## src/hw/rtl/oplf_pkg.sv

```systemverilog
// shared types and constants for the ip option label finder
// no dependencies

package oplf_pkg;

    localparam int POS_W = 6;
    localparam logic [POS_W-1:0] POS_MAX = '1;

    localparam logic [7:0] OPT_END  = 8'd0;
    localparam logic [7:0] OPT_NOOP = 8'd1;

    localparam logic [7:0] LABEL_TYPE_RST = 8'd158;
    localparam logic [5:0] LABEL_LEN_RST  = 6'd40;
    localparam logic [5:0] LABEL_LEN_MIN  = 6'd2;

    localparam logic [1:0] CFG_LABEL_TYPE = 2'd0;
    localparam logic [1:0] CFG_LABEL_LEN  = 2'd1;
    localparam logic [1:0] CFG_SCAN_MODE  = 2'd2;

    localparam logic [1:0] ST_FOUND  = 2'd0;
    localparam logic [1:0] ST_ABSENT = 2'd1;
    localparam logic [1:0] ST_BAD    = 2'd2;

    typedef enum logic [3:0] {
        PH_SEEK = 4'b0001,
        PH_LEN  = 4'b0010,
        PH_SKIP = 4'b0100,
        PH_DONE = 4'b1000
    } phase_t;

    typedef struct packed {
        logic [7:0]       opt_byte;
        logic             first;
        logic             last;
        logic [POS_W-1:0] area_length;
    } in_beat_t;

    typedef struct packed {
        logic [1:0]       status;
        logic [POS_W-1:0] label_offset;
    } result_t;

endpackage

```

## src/hw/rtl/oplf_in_stage.sv

```systemverilog
// input register that holds one option byte beat for the scan stage
// depends on oplf_pkg

module oplf_in_stage
    import oplf_pkg::*;
(
    input  logic     aclk,
    input  logic     aresetn,
    input  logic     s_valid,
    output logic     s_ready,
    input  in_beat_t s_beat,
    input  logic     take,
    output logic     q_valid,
    output in_beat_t q_beat
);

    logic     valid_reg;
    logic     valid_next;
    in_beat_t beat_reg;

    assign s_ready = !valid_reg || take;

    always_comb begin
        if (s_valid && s_ready) begin
            valid_next = 1'b1;
        end else if (take) begin
            valid_next = 1'b0;
        end else begin
            valid_next = valid_reg;
        end
    end

    always_ff @(posedge aclk) begin
        if (!aresetn) begin
            valid_reg <= 1'b0;
        end else begin
            valid_reg <= valid_next;
        end
    end

    always_ff @(posedge aclk) begin
        if (s_valid && s_ready) begin
            beat_reg <= s_beat;
        end
    end

    assign q_valid = valid_reg;
    assign q_beat  = beat_reg;

endmodule

```

## src/hw/rtl/oplf_scan.sv

```systemverilog
// option walk state, configuration registers and per-byte decision logic
// depends on oplf_pkg

module oplf_scan
    import oplf_pkg::*;
#(
    parameter int MAX_AREA_BYTES = 40
) (
    input  logic       aclk,
    input  logic       aresetn,
    input  logic       cfg_we,
    input  logic [1:0] cfg_index,
    input  logic [7:0] cfg_data,
    input  logic       take,
    input  in_beat_t   beat,
    output logic       res_valid,
    output result_t    res
);

    localparam logic [POS_W-1:0] MAX_L = POS_W'(MAX_AREA_BYTES);

    logic [7:0]       label_type_reg;
    logic [5:0]       label_len_reg;
    logic             scan_mode_reg;

    phase_t           phase_reg, phase_next, cur_phase;
    logic [POS_W-1:0] pos_reg, pos_next, cur_pos;
    logic [7:0]       skip_reg, skip_next, cur_skip;
    logic [POS_W-1:0] start_reg, start_next, cur_start;
    logic             cand_reg, cand_next, cur_cand;
    logic [POS_W-1:0] sal_reg, sal_next;
    logic [POS_W-1:0] limit;
    logic             end_here;
    logic [7:0]       skip_dec;
    logic [POS_W:0]   label_end;

    always_comb begin
        if (beat.first) begin
            sal_next  = beat.area_length;
            cur_phase = PH_SEEK;
            cur_pos   = '0;
            cur_skip  = '0;
            cur_start = '0;
            cur_cand  = 1'b0;
        end else begin
            sal_next  = sal_reg;
            cur_phase = phase_reg;
            cur_pos   = pos_reg;
            cur_skip  = skip_reg;
            cur_start = start_reg;
            cur_cand  = cand_reg;
        end

        limit     = (sal_next > MAX_L) ? MAX_L : sal_next;
        end_here  = beat.last || (({1'b0, cur_pos} + 7'd1) == {1'b0, limit});
        skip_dec  = cur_skip - 8'd1;
        label_end = {1'b0, cur_start} + {1'b0, label_len_reg};

        phase_next = cur_phase;
        skip_next  = cur_skip;
        start_next = cur_start;
        cand_next  = cur_cand;
        res_valid  = 1'b0;
        res.status       = ST_ABSENT;
        res.label_offset = '0;

        if (cur_phase != PH_DONE) begin
            if (cur_pos >= limit) begin
                res_valid  = 1'b1;
                phase_next = PH_DONE;
            end else begin
                unique case (cur_phase)
                    PH_SEEK: begin
                        if (beat.opt_byte == label_type_reg) begin
                            if (end_here) begin
                                res_valid  = 1'b1;
                                phase_next = PH_DONE;
                            end else begin
                                start_next = cur_pos;
                                cand_next  = 1'b1;
                                phase_next = PH_LEN;
                            end
                        end else if (beat.opt_byte == OPT_END) begin
                            res_valid  = 1'b1;
                            phase_next = PH_DONE;
                        end else if (scan_mode_reg || beat.opt_byte == OPT_NOOP
                                     || end_here) begin
                            if (end_here) begin
                                res_valid  = 1'b1;
                                phase_next = PH_DONE;
                            end
                        end else begin
                            start_next = cur_pos;
                            cand_next  = 1'b0;
                            phase_next = PH_LEN;
                        end
                    end
                    PH_LEN: begin
                        res_valid = 1'b1;
                        if (cur_cand) begin
                            phase_next = PH_DONE;
                            if (beat.opt_byte != {2'b00, label_len_reg}
                                || label_len_reg < LABEL_LEN_MIN) begin
                                res.status = ST_BAD;
                            end else if (!scan_mode_reg && label_end > {1'b0, limit}) begin
                                res.status = ST_BAD;
                            end else begin
                                res.status       = ST_FOUND;
                                res.label_offset = cur_start;
                            end
                        end else if (beat.opt_byte < 8'd2) begin
                            res.status = ST_BAD;
                            phase_next = PH_DONE;
                        end else if (end_here) begin
                            phase_next = PH_DONE;
                        end else begin
                            res_valid  = 1'b0;
                            skip_next  = beat.opt_byte - 8'd2;
                            phase_next = (beat.opt_byte == 8'd2) ? PH_SEEK : PH_SKIP;
                        end
                    end
                    PH_SKIP: begin
                        if (end_here) begin
                            res_valid  = 1'b1;
                            phase_next = PH_DONE;
                        end else begin
                            skip_next = skip_dec;
                            if (skip_dec == 8'd0) begin
                                phase_next = PH_SEEK;
                            end
                        end
                    end
                    default: begin
                        phase_next = cur_phase;
                    end
                endcase
            end
        end

        pos_next = (cur_pos != POS_MAX) ? cur_pos + 6'd1 : cur_pos;
    end

    always_ff @(posedge aclk) begin
        if (!aresetn) begin
            label_type_reg <= LABEL_TYPE_RST;
            label_len_reg  <= LABEL_LEN_RST;
            scan_mode_reg  <= 1'b0;
        end else if (cfg_we) begin
            unique case (cfg_index)
                CFG_LABEL_TYPE: label_type_reg <= cfg_data;
                CFG_LABEL_LEN:  label_len_reg  <= cfg_data[5:0];
                CFG_SCAN_MODE:  scan_mode_reg  <= cfg_data[0];
                default:        label_type_reg <= label_type_reg;
            endcase
        end
    end

    always_ff @(posedge aclk) begin
        if (!aresetn) begin
            phase_reg <= PH_SEEK;
            pos_reg   <= '0;
            skip_reg  <= '0;
            start_reg <= '0;
            cand_reg  <= 1'b0;
            sal_reg   <= '0;
        end else if (take) begin
            phase_reg <= phase_next;
            pos_reg   <= pos_next;
            skip_reg  <= skip_next;
            start_reg <= start_next;
            cand_reg  <= cand_next;
            sal_reg   <= sal_next;
        end
    end

endmodule

```

## src/hw/rtl/oplf_out_stage.sv

```systemverilog
// result register that holds one scan result until the sink takes it
// depends on oplf_pkg

module oplf_out_stage
    import oplf_pkg::*;
(
    input  logic    aclk,
    input  logic    aresetn,
    input  logic    load,
    input  result_t load_res,
    output logic    m_valid,
    input  logic    m_ready,
    output result_t m_res
);

    logic    valid_reg;
    logic    valid_next;
    result_t res_reg;

    always_comb begin
        if (load) begin
            valid_next = 1'b1;
        end else if (m_ready) begin
            valid_next = 1'b0;
        end else begin
            valid_next = valid_reg;
        end
    end

    always_ff @(posedge aclk) begin
        if (!aresetn) begin
            valid_reg <= 1'b0;
        end else begin
            valid_reg <= valid_next;
        end
    end

    always_ff @(posedge aclk) begin
        if (load) begin
            res_reg <= load_res;
        end
    end

    assign m_valid = valid_reg;
    assign m_res   = res_reg;

endmodule

```

## src/hw/rtl/ip_option_label_finder.sv

```systemverilog
// top level of the ip option label finder: input register, scan stage, result register
// depends on oplf_pkg, oplf_in_stage, oplf_scan, oplf_out_stage

// Takes an IPv4 options area one byte per beat (tuser marks the first byte, tlast the final
// one) and returns one beat per area: label found with its offset, absent, or malformed.
// One byte is accepted every cycle unless a result beat is stalled; each byte passes through
// an input register, a single combinational scan step and a result register, so the result
// beat is loaded into the result register as the deciding byte leaves the input register.
// The walk state of one area lives in the scan stage and is updated once per byte, which
// sets the rate at one byte per cycle; a result beat held by the sink stalls the input.
// The user must write configuration only while the block is idle; the block does not enforce
// this. There is no clearing pass after reset.

module ip_option_label_finder
    import oplf_pkg::*;
#(
    parameter int MAX_AREA_BYTES = 40
) (
    input  logic        aclk,
    input  logic        aresetn,
    input  logic        s_tvalid,
    output logic        s_tready,
    input  logic [15:0] s_tdata,   // opt_byte, area_length, zero fill
    input  logic        s_tlast,
    input  logic        s_tuser,   // first
    output logic        m_tvalid,
    input  logic        m_tready,
    output logic [7:0]  m_tdata,   // status, label_offset
    input  logic        cfg_we,
    input  logic [1:0]  cfg_index,
    input  logic [7:0]  cfg_data
);

    in_beat_t s_beat;
    in_beat_t q_beat;
    logic     q_valid;
    logic     out_valid;
    logic     take;
    logic     res_valid;
    result_t  res;
    result_t  m_res;

    assign s_beat.opt_byte    = s_tdata[7:0];
    assign s_beat.area_length = s_tdata[13:8];
    assign s_beat.first       = s_tuser;
    assign s_beat.last        = s_tlast;

    assign take = q_valid && (!out_valid || m_tready);

    oplf_in_stage u_in (
        .aclk    (aclk),
        .aresetn (aresetn),
        .s_valid (s_tvalid),
        .s_ready (s_tready),
        .s_beat  (s_beat),
        .take    (take),
        .q_valid (q_valid),
        .q_beat  (q_beat)
    );

    oplf_scan #(
        .MAX_AREA_BYTES (MAX_AREA_BYTES)
    ) u_scan (
        .aclk      (aclk),
        .aresetn   (aresetn),
        .cfg_we    (cfg_we),
        .cfg_index (cfg_index),
        .cfg_data  (cfg_data),
        .take      (take),
        .beat      (q_beat),
        .res_valid (res_valid),
        .res       (res)
    );

    oplf_out_stage u_out (
        .aclk     (aclk),
        .aresetn  (aresetn),
        .load     (take && res_valid),
        .load_res (res),
        .m_valid  (out_valid),
        .m_ready  (m_tready),
        .m_res    (m_res)
    );

    assign m_tvalid = out_valid;
    assign m_tdata  = {m_res.label_offset, m_res.status};

endmodule

```

## config.mk

```make
export PLATFORM = sky130hd
export DESIGN_NAME = ip_option_label_finder
export DESIGN_NICKNAME = d
export VERILOG_FILES = /design/src/hw/rtl/oplf_pkg.sv /design/src/hw/rtl/oplf_in_stage.sv /design/src/hw/rtl/oplf_scan.sv /design/src/hw/rtl/oplf_out_stage.sv /design/src/hw/rtl/ip_option_label_finder.sv
export SDC_FILE = /design/constraint.sdc
export NUM_CORES = 1
export LEC_CHECK = 0
export BUFFER_PORTS_ARGS = -buffer_cell sky130_fd_sc_hd__buf_2
export CORE_MARGIN = 4
export CORE_UTILIZATION = 60
export CTS_CLUSTER_SIZE = 16
export DETAILED_ROUTE_END_ITERATION = 12
export GPL_ROUTABILITY_DRIVEN = 0
export PLACE_DENSITY = 0.88
export SYNTH_ARGS = -nofsm -noshare
export SYNTH_HDL_FRONTEND = slang
export SYNTH_SLANG_ARGS = --single-unit
```

## constraint.sdc

```tcl
create_clock -name aclk -period 7.6 [get_ports aclk]
set_input_delay 0.38 -clock aclk [delete_from_list [all_inputs] [get_ports aclk]]
set_output_delay 0.38 -clock aclk [all_outputs]
set_load 0.02 [all_outputs]
```

Word-level counts from Yosys, hierarchy flattened
Cells that the tools add are included.

cells by class
  reduce and logical (&&, ||, !) cells = 23
  add/sub/neg operators = 5
  order comparisons = 5
  muxes and demuxes = 60
  eq/ne operators = 12
  bitwise operators = 3

operators with widths
  cell                   number
  $mux W6                12
  $mux W8                7
  $mux W4                13
  $mux W1                20
  $logic_not A8 Y1       2
  $pmux W8 S2            1
  $pmux W4 S3            1
  $eq A8 B1 Y1 const B   1
  $eq A8 B2 Y1 const B   1
  $eq A8 B8 Y1           1
  $lt A8 B2 Y1 const B   1
  $mux W2                4
  $ne A8 B6 Y1           1
  $sub A8 B1 Y8 const B  1
  $sub A8 B2 Y8 const B  1
  $add A6 B1 Y7 const B  1
  $add A6 B6 Y7          1
  $eq A7 B6 Y1           1
  $gt A7 B6 Y1           1
  $add A6 B1 Y6 const B  1
  $ge A6 B6 Y1           1
  $gt A6 B6 Y1 const B   1
  $logic_or A1 B1 Y1     6
  $lt A6 B2 Y1 const B   1
  17 further kinds       27

word-level totals
  register bits after elaboration = 72
  bits of input ports = 33
  word-level logic and storage cells = 125

Depth between registers and ports, before layout
  word-level depth = 14
  depth in mapped cells = 21

By module
From an unflattened synthesis, not the netlist that was laid out.

unflattened totals
  cell total of the unflattened synthesis = 543
  area, all modules = 4633.2 µm²

by module, submodules not included
  module                  times used  cells an instance  area each (µm²)
  oplf_scan               1           508                3794.9
  oplf_in_stage           1           21                 538.0
  oplf_out_stage          1           11                 281.5
  ip_option_label_finder  1           3                  18.8

Least setup slack after synthesis
No wires, ideal clock.

  path kind = reg2reg
  from = register u_in.beat_reg (netlist bit u_in.q_beat[7])
  to = register u_out.res_reg (netlist bit u_out.m_res[2]), data pin
  path buffers = 6
  data arrival time = 4.063 ns
  period minus slack after synthesis = 4.194 ns
  cell stages (with the launch flop) = 22
  library setup time = 0.131 ns
  setup slack = 3.406 ns
  cell sequence = edfxtp_1 -> buf_6 -> buf_8 -> buf_2 -> clkbuf_1 -> clkbuf_1 -> clkbuf_1 -> nor2b_1 -> ha_1 -> inv_1 -> fa_1 -> inv_1 -> a21o_1 -> a21oi_1 -> xnor2_1 -> ha_1 -> a21o_1 -> a221o_1 -> a221oi_1 -> o21a_1 -> and3_1 -> and2_1

on the way
  elaborated cells between the ends (all ways) = 17
  those cells by class = 1 x add/sub; 3 x order compare; 2 x eq/ne; 6 x mux; 3 x bitwise; 2 x reduce/logical

RTL lines
  element                     line                  source
  start, declared             oplf_in_stage.sv:19   in_beat_t beat_reg;
  start signal, assigned      oplf_in_stage.sv:43   beat_reg <= s_beat;
  $mux W6                     oplf_scan.sv:38       if (beat.first) begin
  via u_scan.cur_start[0]     oplf_scan.sv:29       logic [POS_W-1:0] start_reg, start_next, cur_start;
  $add A6 B6 Y7               oplf_scan.sv:57       label_end = {1'b0, cur_start} + {1'b0, label_len_reg};
  $gt A7 B6 Y1                oplf_scan.sv:105      end else if (!scan_mode_reg && label_end > {1'b0, limit}) begin
  $logic_and A1 B1 Y1         oplf_scan.sv:105
  $reduce_or A6 Y1 (no line)  --
  end signal, assigned        oplf_out_stage.sv:40  res_reg <= load_res;
  end, declared               oplf_out_stage.sv:18  result_t res_reg;

The timed path passes the listed nets, and every way through them passes these cells.
A chain may end at the register's enable or synchronous reset.

Final worst setup path
  from = register u_in.beat_reg (netlist bit u_in.q_beat[7])
  to = register u_out.res_reg (netlist bit u_out.m_res[3]), enable pin

on the way
  word-level cells in the longest chain between the ends = 13
  elaborated cells between the ends (all ways) = 25
  those cells by class = 1 x add/sub; 2 x order compare; 5 x eq/ne; 14 x mux; 3 x reduce/logical

RTL lines
  element                                        line                          source
  $mux W6                                        oplf_scan.sv:38
  $gt A6 B6 Y1                                   oplf_scan.sv:54               limit = (sal_next > MAX_L) ? MAX_L : sal_next;
  $mux W6                                        oplf_scan.sv:54
  $eq A7 B6 Y1                                   oplf_scan.sv:55               end_here = beat.last || (({1'b0, cur_pos} + 7'd1) == {1'b0, limit});
  $logic_or A1 B1 Y1                             oplf_scan.sv:55
  $mux W1 or $logic_or A1 B1 Y1 (tied branches)  --
  $mux W1                                        oplf_scan.sv:86               end else if (scan_mode_reg || beat.opt_byte == OPT_NOOP
  $mux W1                                        oplf_scan.sv:83               end else if (beat.opt_byte == OPT_END) begin
  $mux W1                                        oplf_scan.sv:74               if (beat.opt_byte == label_type_reg) begin
  $pmux W1 S3                                    oplf_scan.sv:72               unique case (cur_phase)
  $mux W1                                        oplf_scan.sv:68               if (cur_pos >= limit) begin
  $mux W1 (*)                                    oplf_scan.sv:67               if (cur_phase != PH_DONE) begin
  $logic_and A1 B1 Y1 (*)                        ip_option_label_finder.sv:78  .load (take && res_valid),
  via u_out.load                                 oplf_out_stage.sv:9           input logic load,

Mark *: on every way through the listed nets, which the timed path passes. The rest lies on a longest branch.

==> metrics.yaml <==
sta:
  max_slew.worst_pin.slew_ps: 1060
  fin_worst_skew_ps: 7.80
  hold_ws_ps: 202
  relSlewSlack_pct: 29.2
  setup_viol: 0
  timing_hold_violations_final: 0
  slew_viol_final: 0
  rsz0062_at_grt: "false"
  min_period_over_period_pct: 62.7
  fin_tns_setup_ps: 0
  fmax_ghz: 0.210
  finalCriticalPeriod_ps: 4760
global_route:
  grt_pass1_vias: 3855
  track_usage_pct: 25.7
  grt.busiest_layer: "met2"
  grt_first_pass_wirelength_mm: 18.3
  grt_max_degree: 63
  use_met2_pct: 41.2
  use_met1_pct: 33.4
  antenna_found_initial: 0
  overflow: 0
  gr-usage-met3_pct: 5.16
critical_path:
  reg2reg_depth: 12
  startpoint: "u_in.q_beat[7]"
  critical_path.max_fanout: 62
  start_kind: "register"
  crit_type: "reg2reg"
  crit_end: "u_out.m_res[3]"
  r2r-end: "u_out.m_res[3]"
  worstPathArrival_ps: 4740
  cp.required_ps: 7580
  rrSetupSlack_ps: 2840
  crit_path_end_kind: "register"
  r2r_start: "u_in.q_beat[7]"
die:
  row_count: 31
  die_y_um: 95.7
  boundaryPins: 43
  die_area_um2: 9160
  die_x_um: 95.7
  initial_core_util_pct: 62.6
  core_um2: 7370
finish:
  nFillCells: 604
  final_nets: 606
  diodes: 0
  largest_reg_flops: 16
  syn2layout_area_growth_pct: 8.13
  drive_gt1_share_pct: 12.6
logic_synthesis:
  syn-num-nets: 584
  ys_warn_count: 0
  syn_area_um2: 4610
  synth_top_flop_cell: "dfxtp_1"
  ys_seq_area_share_pct: 36.4
  ys_seq_elements: 72
  yosysTopAreaCell: "dfxtp_1"
  synthCells: 528
  synthDistinctLibCells: 70
  synth_top_area_share_pct: 20.8
  async_flop_share_pct: 0
  syn_avg_cell_area_um2: 8.74
  yosys-top-cells-count: "nand2_1, dfxtp_1, nor2_1"
  synth_area_leaders: "dfxtp_1, edfxtp_1, ha_1, xnor2_1, nand2_1"
  synthMostInstantiatedCell: "nand2_1"
  synth-edff-count: 24
job:
  max-cap-violations: 0
place:
  hpwl_mm: 7.93
  port-buffer-count: 40
power:
  p_leak_nw: 2.03
  p_seq_share_pct: 50.4
  power_density_nw_per_um2: 172
  peakVddDrop_uv: 127
  switching_share_pct: 28.3
  clkPwrFrac_pct: 33.9
  netSwitchingPower_uw: 243
  p_comb_share_pct: 15.7
  power.internal_uw: 617
cts:
  clkLatencyLatePin_ps: 350
  cts_inserted_buffers: 9
  cts.clk_slew.worst_paths_ps: 80
  h-tree-depth: 3
  cts.path.max_buffers: 2
  cts_sinks: 72
  cts-resized-gates: 0
  cts_tree: "built"
  cts_hold_buffers: 0
  root_buffer: "clkbuf_8"
  post_cts_buffers: 0
routing:
  detail-route-antenna-nets: 0
  dr_total_vias: 4205
  wl_per_cell_um: 17.2
  dr.pass1.iters: 5
  route.detailed.drc: 0
  drt_iter0_drc: 479
  routed_wl_mm: 11.2
  vias_per_cell: 6.43
min_path:
  worstHoldPathCells: 1
  min_path_type: "in2reg"
run_status:
  outcome: "completed"
[per-stage QoR]
stage	instances	instance area, um2	worst slack (ps)	util [%]	power, mW
final	654	4990	2840	67.7	0.860
after global routing	654	4990	2560	67.7	0.896
after CTS	654	4990	2980	67.7	0.855
after detailed placement	638	4800	3110	65.2	0.572
after global placement	638	4800	3220	65.2	0.565
after floorplan	528	4610	3410	-	0.537
[worst min-delay path by stage]
stage / from / slack, ps / end
2_1_floorplan: u_scan.start_reg[2] / 430 / u_scan.start_reg[2]
3_3_place_gp: u_scan.start_reg[2] / 430 / u_scan.start_reg[2]
3_5_place_dp: u_scan.start_reg[2] / 440 / u_scan.start_reg[2]
4_1_cts: s_tdata[9] / 200 / u_in.q_beat[1]
5_1_grt: s_tuser / 190 / u_in.q_beat[7]
6_report: s_tdata[8] / 200 / u_in.q_beat[0]
[logic make-up (layout without fill, tap and decap cells)]
family / Yosys count / after routing / synth area share (%)
AO/OA/AOI/OAI: 118 / 118 / 17.5
AND/OR/NAND/NOR: 220 / 220 / 25.2
adder cells (fa/ha/maj): 23 / 23 / 6.40
XOR/XNOR: 30 / 30 / 6.10
flip-flops: 72 / 72 / 36.4
buffers and inverters: 48 / 75 / 4.56
multiplexers: 17 / 17 / 3.77
[routing by layer]
layer / up-vias / share of wire (%)
met5: - / 0
met3: 42 / 8.6
met4: 0 / 3.2
li1: 1963 / -
met2: 256 / 47
met1: 1944 / 41
[worst max-delay path, cell delays in order, from the launching register on]
cell and delay, ps:
edfxtp_1 330, buf_4 510, nor2b_1 190, o311a_1 240, nor4_1 480, ha_1 330
a221oi_1 230, o31ai_1 120, nor4_1 630, o21a_4 290, or2_1 310, a21oi_1 150
a21oi_1 570
[cell type report]
cell class	instances	area (um2)	area share [%]
inverters	18	67.6	1.35
repair buffers	41	208	4.16
well taps	99	124	2.48
clock inverters	7	62.6	1.25
flip-flops and latches	72	1680	33.7
multi-input cells	408	2720	54.6
clock buffers	9	124	2.48
[layout by cell type, fill, tap and decap left out, types with 4 or more instances in the layout]
| cell type | n |
|---|---|
| nor4_1 | 8 |
| nor3_1 | 16 |
| nand2_1 | 53 |
| clkinv_2 | 4 |
| mux2i_1 | 14 |
| xor2_1 | 6 |
| nor3b_1 | 7 |
| xnor2_1 | 23 |
| nand3b_1 | 5 |
| nor2_1 | 36 |
| buf_2 | 40 |
| nand3_1 | 21 |
| nand4_1 | 7 |
| a21o_1 | 5 |
| ha_1 | 22 |
| o31ai_1 | 7 |
| nor2b_1 | 16 |
| a32o_1 | 4 |
| o22ai_1 | 7 |
| a21oi_1 | 30 |
| a31o_2 | 4 |
| clkbuf_8 | 9 |
| edfxtp_1 | 24 |
| nand2b_1 | 12 |
| dfxtp_1 | 48 |
| a22oi_1 | 4 |
| inv_1 | 17 |
| and3_1 | 12 |
| a31oi_1 | 5 |
| and2_1 | 12 |
| o21ai_0 | 16 |
[power groups by stage]
| stage | registers [mW] | clock network [mW] | logic (mW) |
|---|---|---|---|
| finish | 0.433 | 0.292 | 0.135 |
| detailed placement | 0.441 | 0 | 0.131 |
| floorplan | 0.435 | 0 | 0.103 |
| global placement | 0.440 | 0 | 0.125 |
| CTS | 0.433 | 0.290 | 0.132 |
| global route | 0.435 | 0.313 | 0.148 |
(Power assumes the default switching activity.)
